File: src/rtl/core/ale_pkg.sv
// ----------------------------------------------------------------------------
// ale_pkg
// Shared types, constants and helpers of the addressable LED frame encoder.
// ----------------------------------------------------------------------------
package ale_pkg;

    // Bits sent per LED; colour bits beyond 24 are sent as zeros.
    localparam int COLOR_BITS = 24;
    localparam int BITPOS_W   = $clog2(COLOR_BITS);

    // Input queue between the front and the back.
    localparam int QUEUE_DEPTH = 2;
    localparam int QPTR_W      = (QUEUE_DEPTH > 1) ? $clog2(QUEUE_DEPTH) : 1;
    localparam int QCNT_W      = $clog2(QUEUE_DEPTH + 1);

    // Configuration port.
    localparam int CFG_INDEX_W = 3;
    localparam int CFG_DATA_W  = 16;

    localparam logic [CFG_INDEX_W-1:0] CFG_LED_COUNT  = 3'd0;
    localparam logic [CFG_INDEX_W-1:0] CFG_ZERO_HIGH  = 3'd1;
    localparam logic [CFG_INDEX_W-1:0] CFG_ONE_HIGH   = 3'd2;
    localparam logic [CFG_INDEX_W-1:0] CFG_BIT_PERIOD = 3'd3;
    localparam logic [CFG_INDEX_W-1:0] CFG_RESET_LOW  = 3'd4;

    localparam logic [7:0]  RST_LED_COUNT  = 8'd8;
    localparam logic [15:0] RST_ZERO_HIGH  = 16'd18;
    localparam logic [15:0] RST_ONE_HIGH   = 16'd35;
    localparam logic [15:0] RST_BIT_PERIOD = 16'd63;
    localparam logic [15:0] RST_RESET_LOW  = 16'd4000;

    // Frame modes.
    localparam logic [1:0] MODE_SAME   = 2'd0;
    localparam logic [1:0] MODE_SINGLE = 2'd1;
    localparam logic [1:0] MODE_STREAM = 2'd2;
    localparam logic [1:0] MODE_UNUSED = 2'd3;

    typedef struct packed {
        logic        start_req;
        logic [1:0]  mode;
        logic [23:0] color;
        logic [7:0]  lit_index;
    } t_item;

    typedef struct packed {
        logic [7:0]  led_count;
        logic [15:0] zero_high_ticks;
        logic [15:0] one_high_ticks;
        logic [15:0] bit_period_ticks;
        logic [15:0] reset_low_ticks;
    } t_cfg;

    // Wire order of a colour word: middle byte, upper byte, lower byte.
    function automatic logic [23:0] reorder(input logic [23:0] c);
        return {c[15:8], c[23:16], c[7:0]};
    endfunction

endpackage

File: src/rtl/core/ale_front.sv
// ----------------------------------------------------------------------------
// ale_front
// Accepts input ticks, folds the unused mode code into the all-same mode and
// holds the ticks in a short queue for the frame sequencer.
// ----------------------------------------------------------------------------
module ale_front (
    input  logic          i_clk,
    input  logic          i_rst_n,
    input  logic          i_in_valid,
    output logic          o_in_ready,
    input  logic          i_start_req,
    input  logic [1:0]    i_mode,
    input  logic [23:0]   i_color,
    input  logic [7:0]    i_lit_index,
    output logic          o_item_valid,
    input  logic          i_item_pop,
    output ale_pkg::t_item o_item
);

    ale_pkg::t_item                 r_mem [ale_pkg::QUEUE_DEPTH];
    logic [ale_pkg::QPTR_W-1:0]     r_wr_ptr, n_wr_ptr;
    logic [ale_pkg::QPTR_W-1:0]     r_rd_ptr, n_rd_ptr;
    logic [ale_pkg::QCNT_W-1:0]     r_count, n_count;
    ale_pkg::t_item                 w_item;
    logic                           w_push;
    logic                           w_pop;

    localparam logic [ale_pkg::QPTR_W-1:0] LAST_PTR = ale_pkg::QPTR_W'(ale_pkg::QUEUE_DEPTH - 1);

    always_comb begin
        w_item.start_req = i_start_req;
        w_item.mode      = (i_mode == ale_pkg::MODE_UNUSED) ? ale_pkg::MODE_SAME : i_mode;
        w_item.color     = i_color;
        w_item.lit_index = i_lit_index;
    end

    assign o_in_ready   = (r_count != ale_pkg::QCNT_W'(ale_pkg::QUEUE_DEPTH));
    assign o_item_valid = (r_count != '0);
    assign o_item       = r_mem[r_rd_ptr];
    assign w_push       = i_in_valid && o_in_ready;
    assign w_pop        = i_item_pop && o_item_valid;

    always_comb begin
        n_wr_ptr = r_wr_ptr;
        n_rd_ptr = r_rd_ptr;
        n_count  = r_count;
        if (w_push) begin
            n_wr_ptr = (r_wr_ptr == LAST_PTR) ? '0 : r_wr_ptr + 1'b1;
        end
        if (w_pop) begin
            n_rd_ptr = (r_rd_ptr == LAST_PTR) ? '0 : r_rd_ptr + 1'b1;
        end
        if (w_push && !w_pop) begin
            n_count = r_count + 1'b1;
        end else if (w_pop && !w_push) begin
            n_count = r_count - 1'b1;
        end
    end

    always_ff @(posedge i_clk) begin
        if (!i_rst_n) begin
            r_wr_ptr <= '0;
            r_rd_ptr <= '0;
            r_count  <= '0;
        end else begin
            r_wr_ptr <= n_wr_ptr;
            r_rd_ptr <= n_rd_ptr;
            r_count  <= n_count;
        end
    end

    always_ff @(posedge i_clk) begin
        if (w_push) begin
            r_mem[r_wr_ptr] <= w_item;
        end
    end

endmodule

File: src/rtl/core/ale_back.sv
// ----------------------------------------------------------------------------
// ale_back
// Frame sequencer: advances the bit and latch timers by one tick per queued
// item and registers the line level and status flags for the output channel.
// ----------------------------------------------------------------------------
module ale_back (
    input  logic           i_clk,
    input  logic           i_rst_n,
    input  ale_pkg::t_cfg  i_cfg,
    input  logic           i_item_valid,
    output logic           o_item_pop,
    input  ale_pkg::t_item i_item,
    output logic           o_out_valid,
    input  logic           i_out_ready,
    output logic           o_line,
    output logic           o_busy_res,
    output logic           o_pixel_taken,
    output logic           o_done_res
);

    localparam logic [1:0] PH_IDLE  = 2'd0;
    localparam logic [1:0] PH_BIT   = 2'd1;
    localparam logic [1:0] PH_LATCH = 2'd2;

    localparam int CB = ale_pkg::COLOR_BITS;
    localparam int BW = ale_pkg::BITPOS_W;

    logic [1:0]    r_phase, n_phase;
    logic [1:0]    r_mode, n_mode;
    logic [7:0]    r_led_pos, n_led_pos;
    logic [7:0]    r_target, n_target;
    logic [23:0]   r_held, n_held;
    logic [CB-1:0] r_shift, n_shift;
    logic [BW-1:0] r_bit_pos, n_bit_pos;
    logic [15:0]   r_tick, n_tick;

    logic          r_out_valid;
    logic          r_line, n_line;
    logic          r_busy, n_busy;
    logic          r_taken, n_taken;
    logic          r_done, n_done;

    logic          w_fire;
    logic          w_start;
    logic [16:0]   w_tick_inc;
    logic [BW:0]   w_bit_inc;
    logic [8:0]    w_led_inc;
    logic [15:0]   w_high;

    // Colour of one LED, left aligned in the shift register.
    function automatic logic [CB-1:0] pixel_for(input logic [1:0] mode,
                                                input logic [7:0] pos,
                                                input logic [7:0] target,
                                                input logic [23:0] held,
                                                input logic [23:0] color);
        logic [23:0] pix;
        pix = ale_pkg::reorder(held);
        if (mode == ale_pkg::MODE_STREAM) begin
            pix = ale_pkg::reorder(color);
        end else if (mode == ale_pkg::MODE_SINGLE && pos != target) begin
            pix = '0;
        end
        return CB'(pix) << (CB - 24);
    endfunction

    assign w_fire     = i_item_valid && (!r_out_valid || i_out_ready);
    assign o_item_pop = w_fire;
    assign w_start    = (r_phase != PH_BIT) && (r_phase != PH_LATCH) && i_item.start_req;

    always_comb begin
        n_phase   = r_phase;
        n_mode    = r_mode;
        n_led_pos = r_led_pos;
        n_target  = r_target;
        n_held    = r_held;
        n_shift   = r_shift;
        n_bit_pos = r_bit_pos;
        n_tick    = r_tick;
        n_line    = 1'b0;
        n_busy    = 1'b0;
        n_taken   = 1'b0;
        n_done    = 1'b0;

        // A start tick loads the frame and then runs as the first timed tick.
        if (r_phase != PH_BIT && r_phase != PH_LATCH) begin
            n_phase = PH_IDLE;
            if (w_start) begin
                n_mode    = i_item.mode;
                n_target  = i_item.lit_index;
                n_held    = i_item.color;
                n_led_pos = '0;
                n_bit_pos = '0;
                n_tick    = '0;
                n_busy    = 1'b1;
                if (i_cfg.led_count == '0) begin
                    n_phase = PH_LATCH;
                end else begin
                    n_shift = pixel_for(i_item.mode, 8'd0, i_item.lit_index, i_item.color,
                                        i_item.color);
                    n_taken = (i_item.mode == ale_pkg::MODE_STREAM);
                    n_phase = PH_BIT;
                end
            end
        end

        w_tick_inc = {1'b0, n_tick} + 17'd1;
        w_bit_inc  = {1'b0, n_bit_pos} + 1'b1;
        w_led_inc  = {1'b0, n_led_pos} + 9'd1;
        w_high     = n_shift[CB-1] ? i_cfg.one_high_ticks : i_cfg.zero_high_ticks;

        if (n_phase == PH_BIT) begin
            n_busy = 1'b1;
            n_line = (n_tick < w_high);
            if (w_tick_inc >= {1'b0, i_cfg.bit_period_ticks}) begin
                n_tick = '0;
                if (w_bit_inc >= (BW + 1)'(CB)) begin
                    n_bit_pos = '0;
                    if (w_led_inc >= {1'b0, i_cfg.led_count}) begin
                        n_phase = PH_LATCH;
                    end else begin
                        n_led_pos = w_led_inc[7:0];
                        n_shift   = pixel_for(n_mode, w_led_inc[7:0], n_target, n_held,
                                              i_item.color);
                        n_taken   = (n_mode == ale_pkg::MODE_STREAM);
                    end
                end else begin
                    n_bit_pos = w_bit_inc[BW-1:0];
                    n_shift   = {n_shift[CB-2:0], 1'b0};
                end
            end else begin
                n_tick = w_tick_inc[15:0];
            end
        end else if (n_phase == PH_LATCH) begin
            n_busy = 1'b1;
            if (w_tick_inc >= {1'b0, i_cfg.reset_low_ticks}) begin
                n_done  = 1'b1;
                n_tick  = '0;
                n_phase = PH_IDLE;
            end else begin
                n_tick = w_tick_inc[15:0];
            end
        end
    end

    always_ff @(posedge i_clk) begin
        if (!i_rst_n) begin
            r_phase     <= PH_IDLE;
            r_mode      <= '0;
            r_led_pos   <= '0;
            r_target    <= '0;
            r_held      <= '0;
            r_shift     <= '0;
            r_bit_pos   <= '0;
            r_tick      <= '0;
            r_out_valid <= 1'b0;
        end else begin
            if (w_fire) begin
                r_phase   <= n_phase;
                r_mode    <= n_mode;
                r_led_pos <= n_led_pos;
                r_target  <= n_target;
                r_held    <= n_held;
                r_shift   <= n_shift;
                r_bit_pos <= n_bit_pos;
                r_tick    <= n_tick;
            end
            if (w_fire) begin
                r_out_valid <= 1'b1;
            end else if (i_out_ready) begin
                r_out_valid <= 1'b0;
            end
        end
    end

    always_ff @(posedge i_clk) begin
        if (w_fire) begin
            r_line  <= n_line;
            r_busy  <= n_busy;
            r_taken <= n_taken;
            r_done  <= n_done;
        end
    end

    assign o_out_valid   = r_out_valid;
    assign o_line        = r_line;
    assign o_busy_res    = r_busy;
    assign o_pixel_taken = r_taken;
    assign o_done_res    = r_done;

    // The line is only driven high inside a frame.
    a_line_busy: assert property (@(posedge i_clk) disable iff (!i_rst_n)
        (r_out_valid && r_line) |-> r_busy)
        else $error("line high outside a frame");

    // A pixel is only sampled from the input in the streaming mode.
    a_taken_mode: assert property (@(posedge i_clk) disable iff (!i_rst_n)
        (r_out_valid && r_taken) |-> (r_mode == ale_pkg::MODE_STREAM && r_phase == PH_BIT))
        else $error("pixel taken outside a streaming frame");

    // Completion leaves the sequencer idle and is reported as busy.
    a_done_idle: assert property (@(posedge i_clk) disable iff (!i_rst_n)
        (r_out_valid && r_done && $past(w_fire)) |-> (r_busy && r_phase == PH_IDLE))
        else $error("done without returning to idle");

    // An item is never popped while a result is stalled.
    a_stall_hold: assert property (@(posedge i_clk) disable iff (!i_rst_n)
        (r_out_valid && !i_out_ready) |-> !o_item_pop)
        else $error("item consumed while output stalled");

endmodule

File: src/rtl/core/addressable_led_frame_encoder.sv
// ----------------------------------------------------------------------------
// A tick accepted at the input passes the input queue register, then the
// output register, before its result shows. Throughput: one tick per cycle
// unless the output stalls; the sequencer advances once per queued tick.
// Reset: synchronous, active low; clears the queue, the sequencer to idle and
// the configuration registers to their defaults (8 LEDs, 18/35/63, 4000).
// ----------------------------------------------------------------------------
// addressable_led_frame_encoder
// One-wire RGB LED frame encoder with a configuration register file, an input
// queue and a frame sequencer.
// ----------------------------------------------------------------------------
module addressable_led_frame_encoder (
    input  logic                             i_clk,
    input  logic                             i_rst_n,
    input  logic                             i_in_valid,
    output logic                             o_in_ready,
    input  logic                             i_start_req,
    input  logic [1:0]                       i_mode,
    input  logic [23:0]                      i_color,
    input  logic [7:0]                       i_lit_index,
    output logic                             o_out_valid,
    input  logic                             i_out_ready,
    output logic                             o_line,
    output logic                             o_busy_res,
    output logic                             o_pixel_taken,
    output logic                             o_done_res,
    input  logic                             i_cfg_valid,
    output logic                             o_cfg_ready,
    input  logic [ale_pkg::CFG_INDEX_W-1:0]  i_cfg_index,
    input  logic [ale_pkg::CFG_DATA_W-1:0]   i_cfg_data
);

    ale_pkg::t_cfg  r_cfg;
    ale_pkg::t_item w_item;
    logic           w_item_valid;
    logic           w_item_pop;

    assign o_cfg_ready = 1'b1;

    always_ff @(posedge i_clk) begin
        if (!i_rst_n) begin
            r_cfg.led_count        <= ale_pkg::RST_LED_COUNT;
            r_cfg.zero_high_ticks  <= ale_pkg::RST_ZERO_HIGH;
            r_cfg.one_high_ticks   <= ale_pkg::RST_ONE_HIGH;
            r_cfg.bit_period_ticks <= ale_pkg::RST_BIT_PERIOD;
            r_cfg.reset_low_ticks  <= ale_pkg::RST_RESET_LOW;
        end else if (i_cfg_valid && o_cfg_ready) begin
            unique case (i_cfg_index)
                ale_pkg::CFG_LED_COUNT:  r_cfg.led_count        <= i_cfg_data[7:0];
                ale_pkg::CFG_ZERO_HIGH:  r_cfg.zero_high_ticks  <= i_cfg_data;
                ale_pkg::CFG_ONE_HIGH:   r_cfg.one_high_ticks   <= i_cfg_data;
                ale_pkg::CFG_BIT_PERIOD: r_cfg.bit_period_ticks <= i_cfg_data;
                ale_pkg::CFG_RESET_LOW:  r_cfg.reset_low_ticks  <= i_cfg_data;
                default: begin
                end
            endcase
        end
    end

    ale_front u_front (
        .i_clk        (i_clk),
        .i_rst_n      (i_rst_n),
        .i_in_valid   (i_in_valid),
        .o_in_ready   (o_in_ready),
        .i_start_req  (i_start_req),
        .i_mode       (i_mode),
        .i_color      (i_color),
        .i_lit_index  (i_lit_index),
        .o_item_valid (w_item_valid),
        .i_item_pop   (w_item_pop),
        .o_item       (w_item)
    );

    ale_back u_back (
        .i_clk         (i_clk),
        .i_rst_n       (i_rst_n),
        .i_cfg         (r_cfg),
        .i_item_valid  (w_item_valid),
        .o_item_pop    (w_item_pop),
        .i_item        (w_item),
        .o_out_valid   (o_out_valid),
        .i_out_ready   (i_out_ready),
        .o_line        (o_line),
        .o_busy_res    (o_busy_res),
        .o_pixel_taken (o_pixel_taken),
        .o_done_res    (o_done_res)
    );

endmodule

File: config.mk
export PLATFORM = sky130hd
export DESIGN_NAME = addressable_led_frame_encoder
export DESIGN_NICKNAME = d
export VERILOG_FILES = /design/src/rtl/core/ale_pkg.sv /design/src/rtl/core/ale_front.sv /design/src/rtl/core/ale_back.sv /design/src/rtl/core/addressable_led_frame_encoder.sv
export SDC_FILE = /design/constraint.sdc
export NUM_CORES = 1
export LEC_CHECK = 0
export ABC_CLOCK_PERIOD_IN_PS = 5400
export BUFFER_PORTS_ARGS = -buffer_cell sky130_fd_sc_hd__buf_4
export CORE_MARGIN = 3
export CORE_UTILIZATION = 55
export CTS_CLUSTER_SIZE = 24
export DETAILED_ROUTE_END_ITERATION = 10
export PLACE_DENSITY_LB_ADDON = 0.08
export SYNTH_ARGS = -nofsm -noshare
export SYNTH_HDL_FRONTEND = slang
export SYNTH_SLANG_ARGS = --single-unit
File: constraint.sdc
create_clock -name i_clk -period 5.4 [get_ports i_clk]
set_input_delay 0 -clock i_clk [delete_from_list [all_inputs] [get_ports i_clk]]
set_output_delay 0 -clock i_clk [all_outputs]
set_load 0.01 [all_outputs]
==> results.yml <==
floorplan:
  dieArea_um2: 25030
  die_w_um: 158.2
  initial_utilization_pct: 56.11
  dieHeight_um: 158.2
  placementRows: 55
  core_um2: 22710
  pin_count: 66
run:
  cap_violations: 0
yosys:
  syn_inst: 1417
  synth_cell_types: 81
  ys.flop_type: "dfxtp_1"
  synth_sequential_area_ratio_pct: 43.68
  yosysWarnings: 0
  synth_area_um2: 12740
  synth_edf_count: 74
  synth_area_per_cell_um2: 8.992
  syn-num-nets: 1538
  synthArstFlopShare_pct: 0
  synth_seq_cells: 241
setup_path:
  arrival_ns: 5.37
  end_kind: "flip-flop"
  worst_path_largest_cell_delay_ns: 0.70
  crit_chain: "mux2_4 -> nand2_1 -> and2_1 -> ha_1 -> and2_0 -> nand3_1 -> nor2_1 -> xor2_1 -> ha_1 -> nand4_1 -> o41ai_1 -> a21o_1 -> buf_4 -> nand3_1 -> or3b_1 -> a21oi_1"
  cp-start-kind: "flip-flop"
  cp_slowest_cell: "o41ai_1"
  path_max_fanout: 16
  cp_data_required_time_ns: 5.85
  path_class: "reg -> reg"
routing:
  routed_wl_um: 33150
  final_antenna_net_count: 0
  drt-pass1-iter-count: 6
  drtIter0Drc: 1098
  viasPerCell: 6.017
  drc: 0
  num_vias: 10818
  wl_per_cell_um: 18.44
cells_and_area:
  antenna_cells: 0
  num-nets-final: 1614
  syn_to_final_growth_pct: 16.09
  final_cell_area_um2: 14790
  drive_gt1_share_pct: 10.77
  fin_util_pct: 65.14
  final_cells: 1798
placed_design:
  placedCellCount: 1692
  place.detailed.hpwl_um: 22560
  post_dp_cell_area_um2: 13350
  port_buffers: 64
  gp_congestion: 0.9504
timing:
  max_slew_margin_pct: 19.76
  final-max-slew-violation-count: 0
  setup_viol: 0
  clock-skew-final_ns: 0.01383
  tightest_slew_ns: 1.199
  post-route-min-period_ns: 4.923
  max_freq_ghz: 0.2031
  fin_crit_sh_pct: 91.17
  hold_viol: 0
  rsz0062_at_grt: "false"
  tns_ns: 0
cts:
  path_clk_slew_ns: 0.06
  htreeDepth: 1
  tritoncts: "yes"
  cts_buffer_depth: 3
  clk_latency_ns: 0.53
  root_buffer: "clkbuf_16"
  postCtsSetupBuffers: 0
  cts_made_buffers: 27
  cts.sinks: 241
global_routing:
  antenna_found_initial: 0
  grt_max_degree: 68
  grt.overflow.total: 0
  grt_util_all_layers_pct: 26.41
  grt_pass1_vias: 10216
  grt_pass1_wl_um: 53630
outcome:
  status: "finished clean"
power:
  p_per_area_nw_per_um2: 439.4
  ir_drop_mv: 0.3019
  total_power_w: 0.006500
  p_leak_nw: 5.681
hold_path:
  hold_path_class: "in -> reg"
==> repair_timing <==
| action | 4_1_cts | 5_1_grt |
|---|---|---|
| gates resized for setup | 0 | 1 |
| hold endpoints to repair | 157 | 0 |
| hold buffers | 57 | 0 |
| setup endpoints to repair | 0 | 2 |
==> per-stage QoR <==
| step | setup WS, ns | hold WS (ns) |
|---|---|---|
| 2_1_floorplan | 0.2209 | 0.09887 |
| 4_1_cts | 0.4158 | 0.04951 |
| 6_report | 0.4769 | 0.07868 |
| 5_1_grt | 0.1650 | 0.08027 |
| 3_5_place_dp | 0.4491 | 0.1874 |
| 3_3_place_gp | 0.6847 | 0.1845 |
==> Yosys cell counts, types with 7 or more instances <==
cell      instances  area, um^2
buf_1             9       33.78
or3_1            13       81.33
mux2_2           13       146.4
nand2_1         202       758.2
o21ai_0          65       325.3
and4_1            7       61.31
nand4_1          12       75.07
nor2b_1          10       62.56
a221oi_1         13       113.9
nand2b_1         11       68.82
a31oi_1          17       106.4
ha_1             62       775.7
a22o_1           13       113.9
clkbuf_1         65       244.0
buf_2            15       75.07
a211oi_1         29       217.7
mux2i_1          39       390.4
nor3_1           34       170.2
a22oi_1          20       150.1
edfxtp_1         74        2222
o22ai_1          13       81.33
and3_1           10       62.56
inv_1            65       244.0
and2_1           17       106.4
dfxtp_1         167        3343
xnor2_1          13       113.9
xor2_1           17       148.9
nand3_1          33       165.2
nor2_1          111       416.7
a211o_1          23       201.4
a21oi_1         101       505.5
o211ai_1         19       142.6
==> worst max-delay path: cells and delay by family, from the launching register on <==
family,cells,cell delay [ns]
AO/OA/AOI/OAI,3,1.11
XOR/XNOR,1,0.32
adder cells (fa/ha/maj),2,0.42
buffers and inverters,1,0.24
flip-flops,1,0.36
multiplexers,1,0.33
AND/OR/NAND/NOR,8,2.06
==> final timing paths <==
path                                  startpoint                                to  slack, ns  cells after the start
setup / recovery  u_front.r_mem[0][34]$_DFFE_PP_  u_back.r_led_pos[2]$_SDFFE_PN0P_       0.48                     16
hold / removal                    i_cfg_index[1]            r_cfg[54]$_SDFFE_PN0P_       0.08                      4
setup reg to reg  u_front.r_mem[0][34]$_DFFE_PP_  u_back.r_led_pos[2]$_SDFFE_PN0P_       0.48                     16
hold reg to reg            r_cfg[4]$_SDFFE_PN0P_             r_cfg[4]$_SDFFE_PN0P_       0.46                      2
==> power by group <==
part | internal (W) | switching [W] | leakage, nW
clock | 0.00105 | 0.000735 | 0.405
combinational | 0.000833 | 0.00149 | 3.22
sequential | 0.00221 | 0.000176 | 2.05
==> registers in the layout (all words and copies together), names as in the netlist, 2 cells and up, named ones only <==
| register | flops |
|---|---|
| r_cfg | 72 |
| u_front.r_mem | 70 |
| u_back.r_held | 24 |
| u_back.r_shift | 24 |
| u_back.r_tick | 16 |
| u_back.r_led_pos | 8 |
| u_back.r_target | 8 |
| u_back.r_bit_pos | 5 |
| u_back.r_mode | 2 |
| u_back.r_phase | 2 |
| u_front.r_count | 2 |
==> area by class of cell <==
class,count,area [um^2]
flip-flops and latches,241,5567
clock buffers,36,739.5
repair buffers,140,1194
inverters,66,250.2
fillers,1902,7916
well taps,285,356.6
clock inverters,13,126.4
multi-input cells,1017,6560
==> layout by cell type, fill, tap and decap left out, drive strengths merged, types with 18 or more instances in the layout <==
| cell | n |
|---|---|
| edfxtp | 74 |
| and2 | 18 |
| mux2i | 39 |
| clkbuf | 36 |
| ha | 62 |
| a22oi | 20 |
| o211ai | 19 |
| a211o | 23 |
| dlygate4sd3 | 57 |
| nor3 | 34 |
| buf | 83 |
| o21ai | 66 |
| a211oi | 29 |
| dfxtp | 167 |
| nand3 | 33 |
| nor2 | 112 |
| a21oi | 101 |
| nand2 | 202 |
| inv | 66 |
==> metal layers <==
layer,track usage [%],vias up,wire length [um]
met2,44.53,310,15720
met5,0,-,0
li1,-,5306,-
met3,3.718,71,1732
met4,6.923,0,871
met1,35.85,5131,14820
==> cells by family (layout without fill, tap and decap cells) <==
family                     after synthesis  in the layout  synth area share (%)
AOI/OAI and AO/OA                      383            383                 20.62
buffers and inverters                  159            255                 5.037
DFF                                    241            241                 43.68
xor gates and xnor gates                34             34                 2.730
other                                    1              1               0.02943
muxes                                   53             53                 4.330
adders and majority gates               62             62                 6.088
and+or+nand+nor                        484            484                 17.49
(Power assumes the default switching activity.)
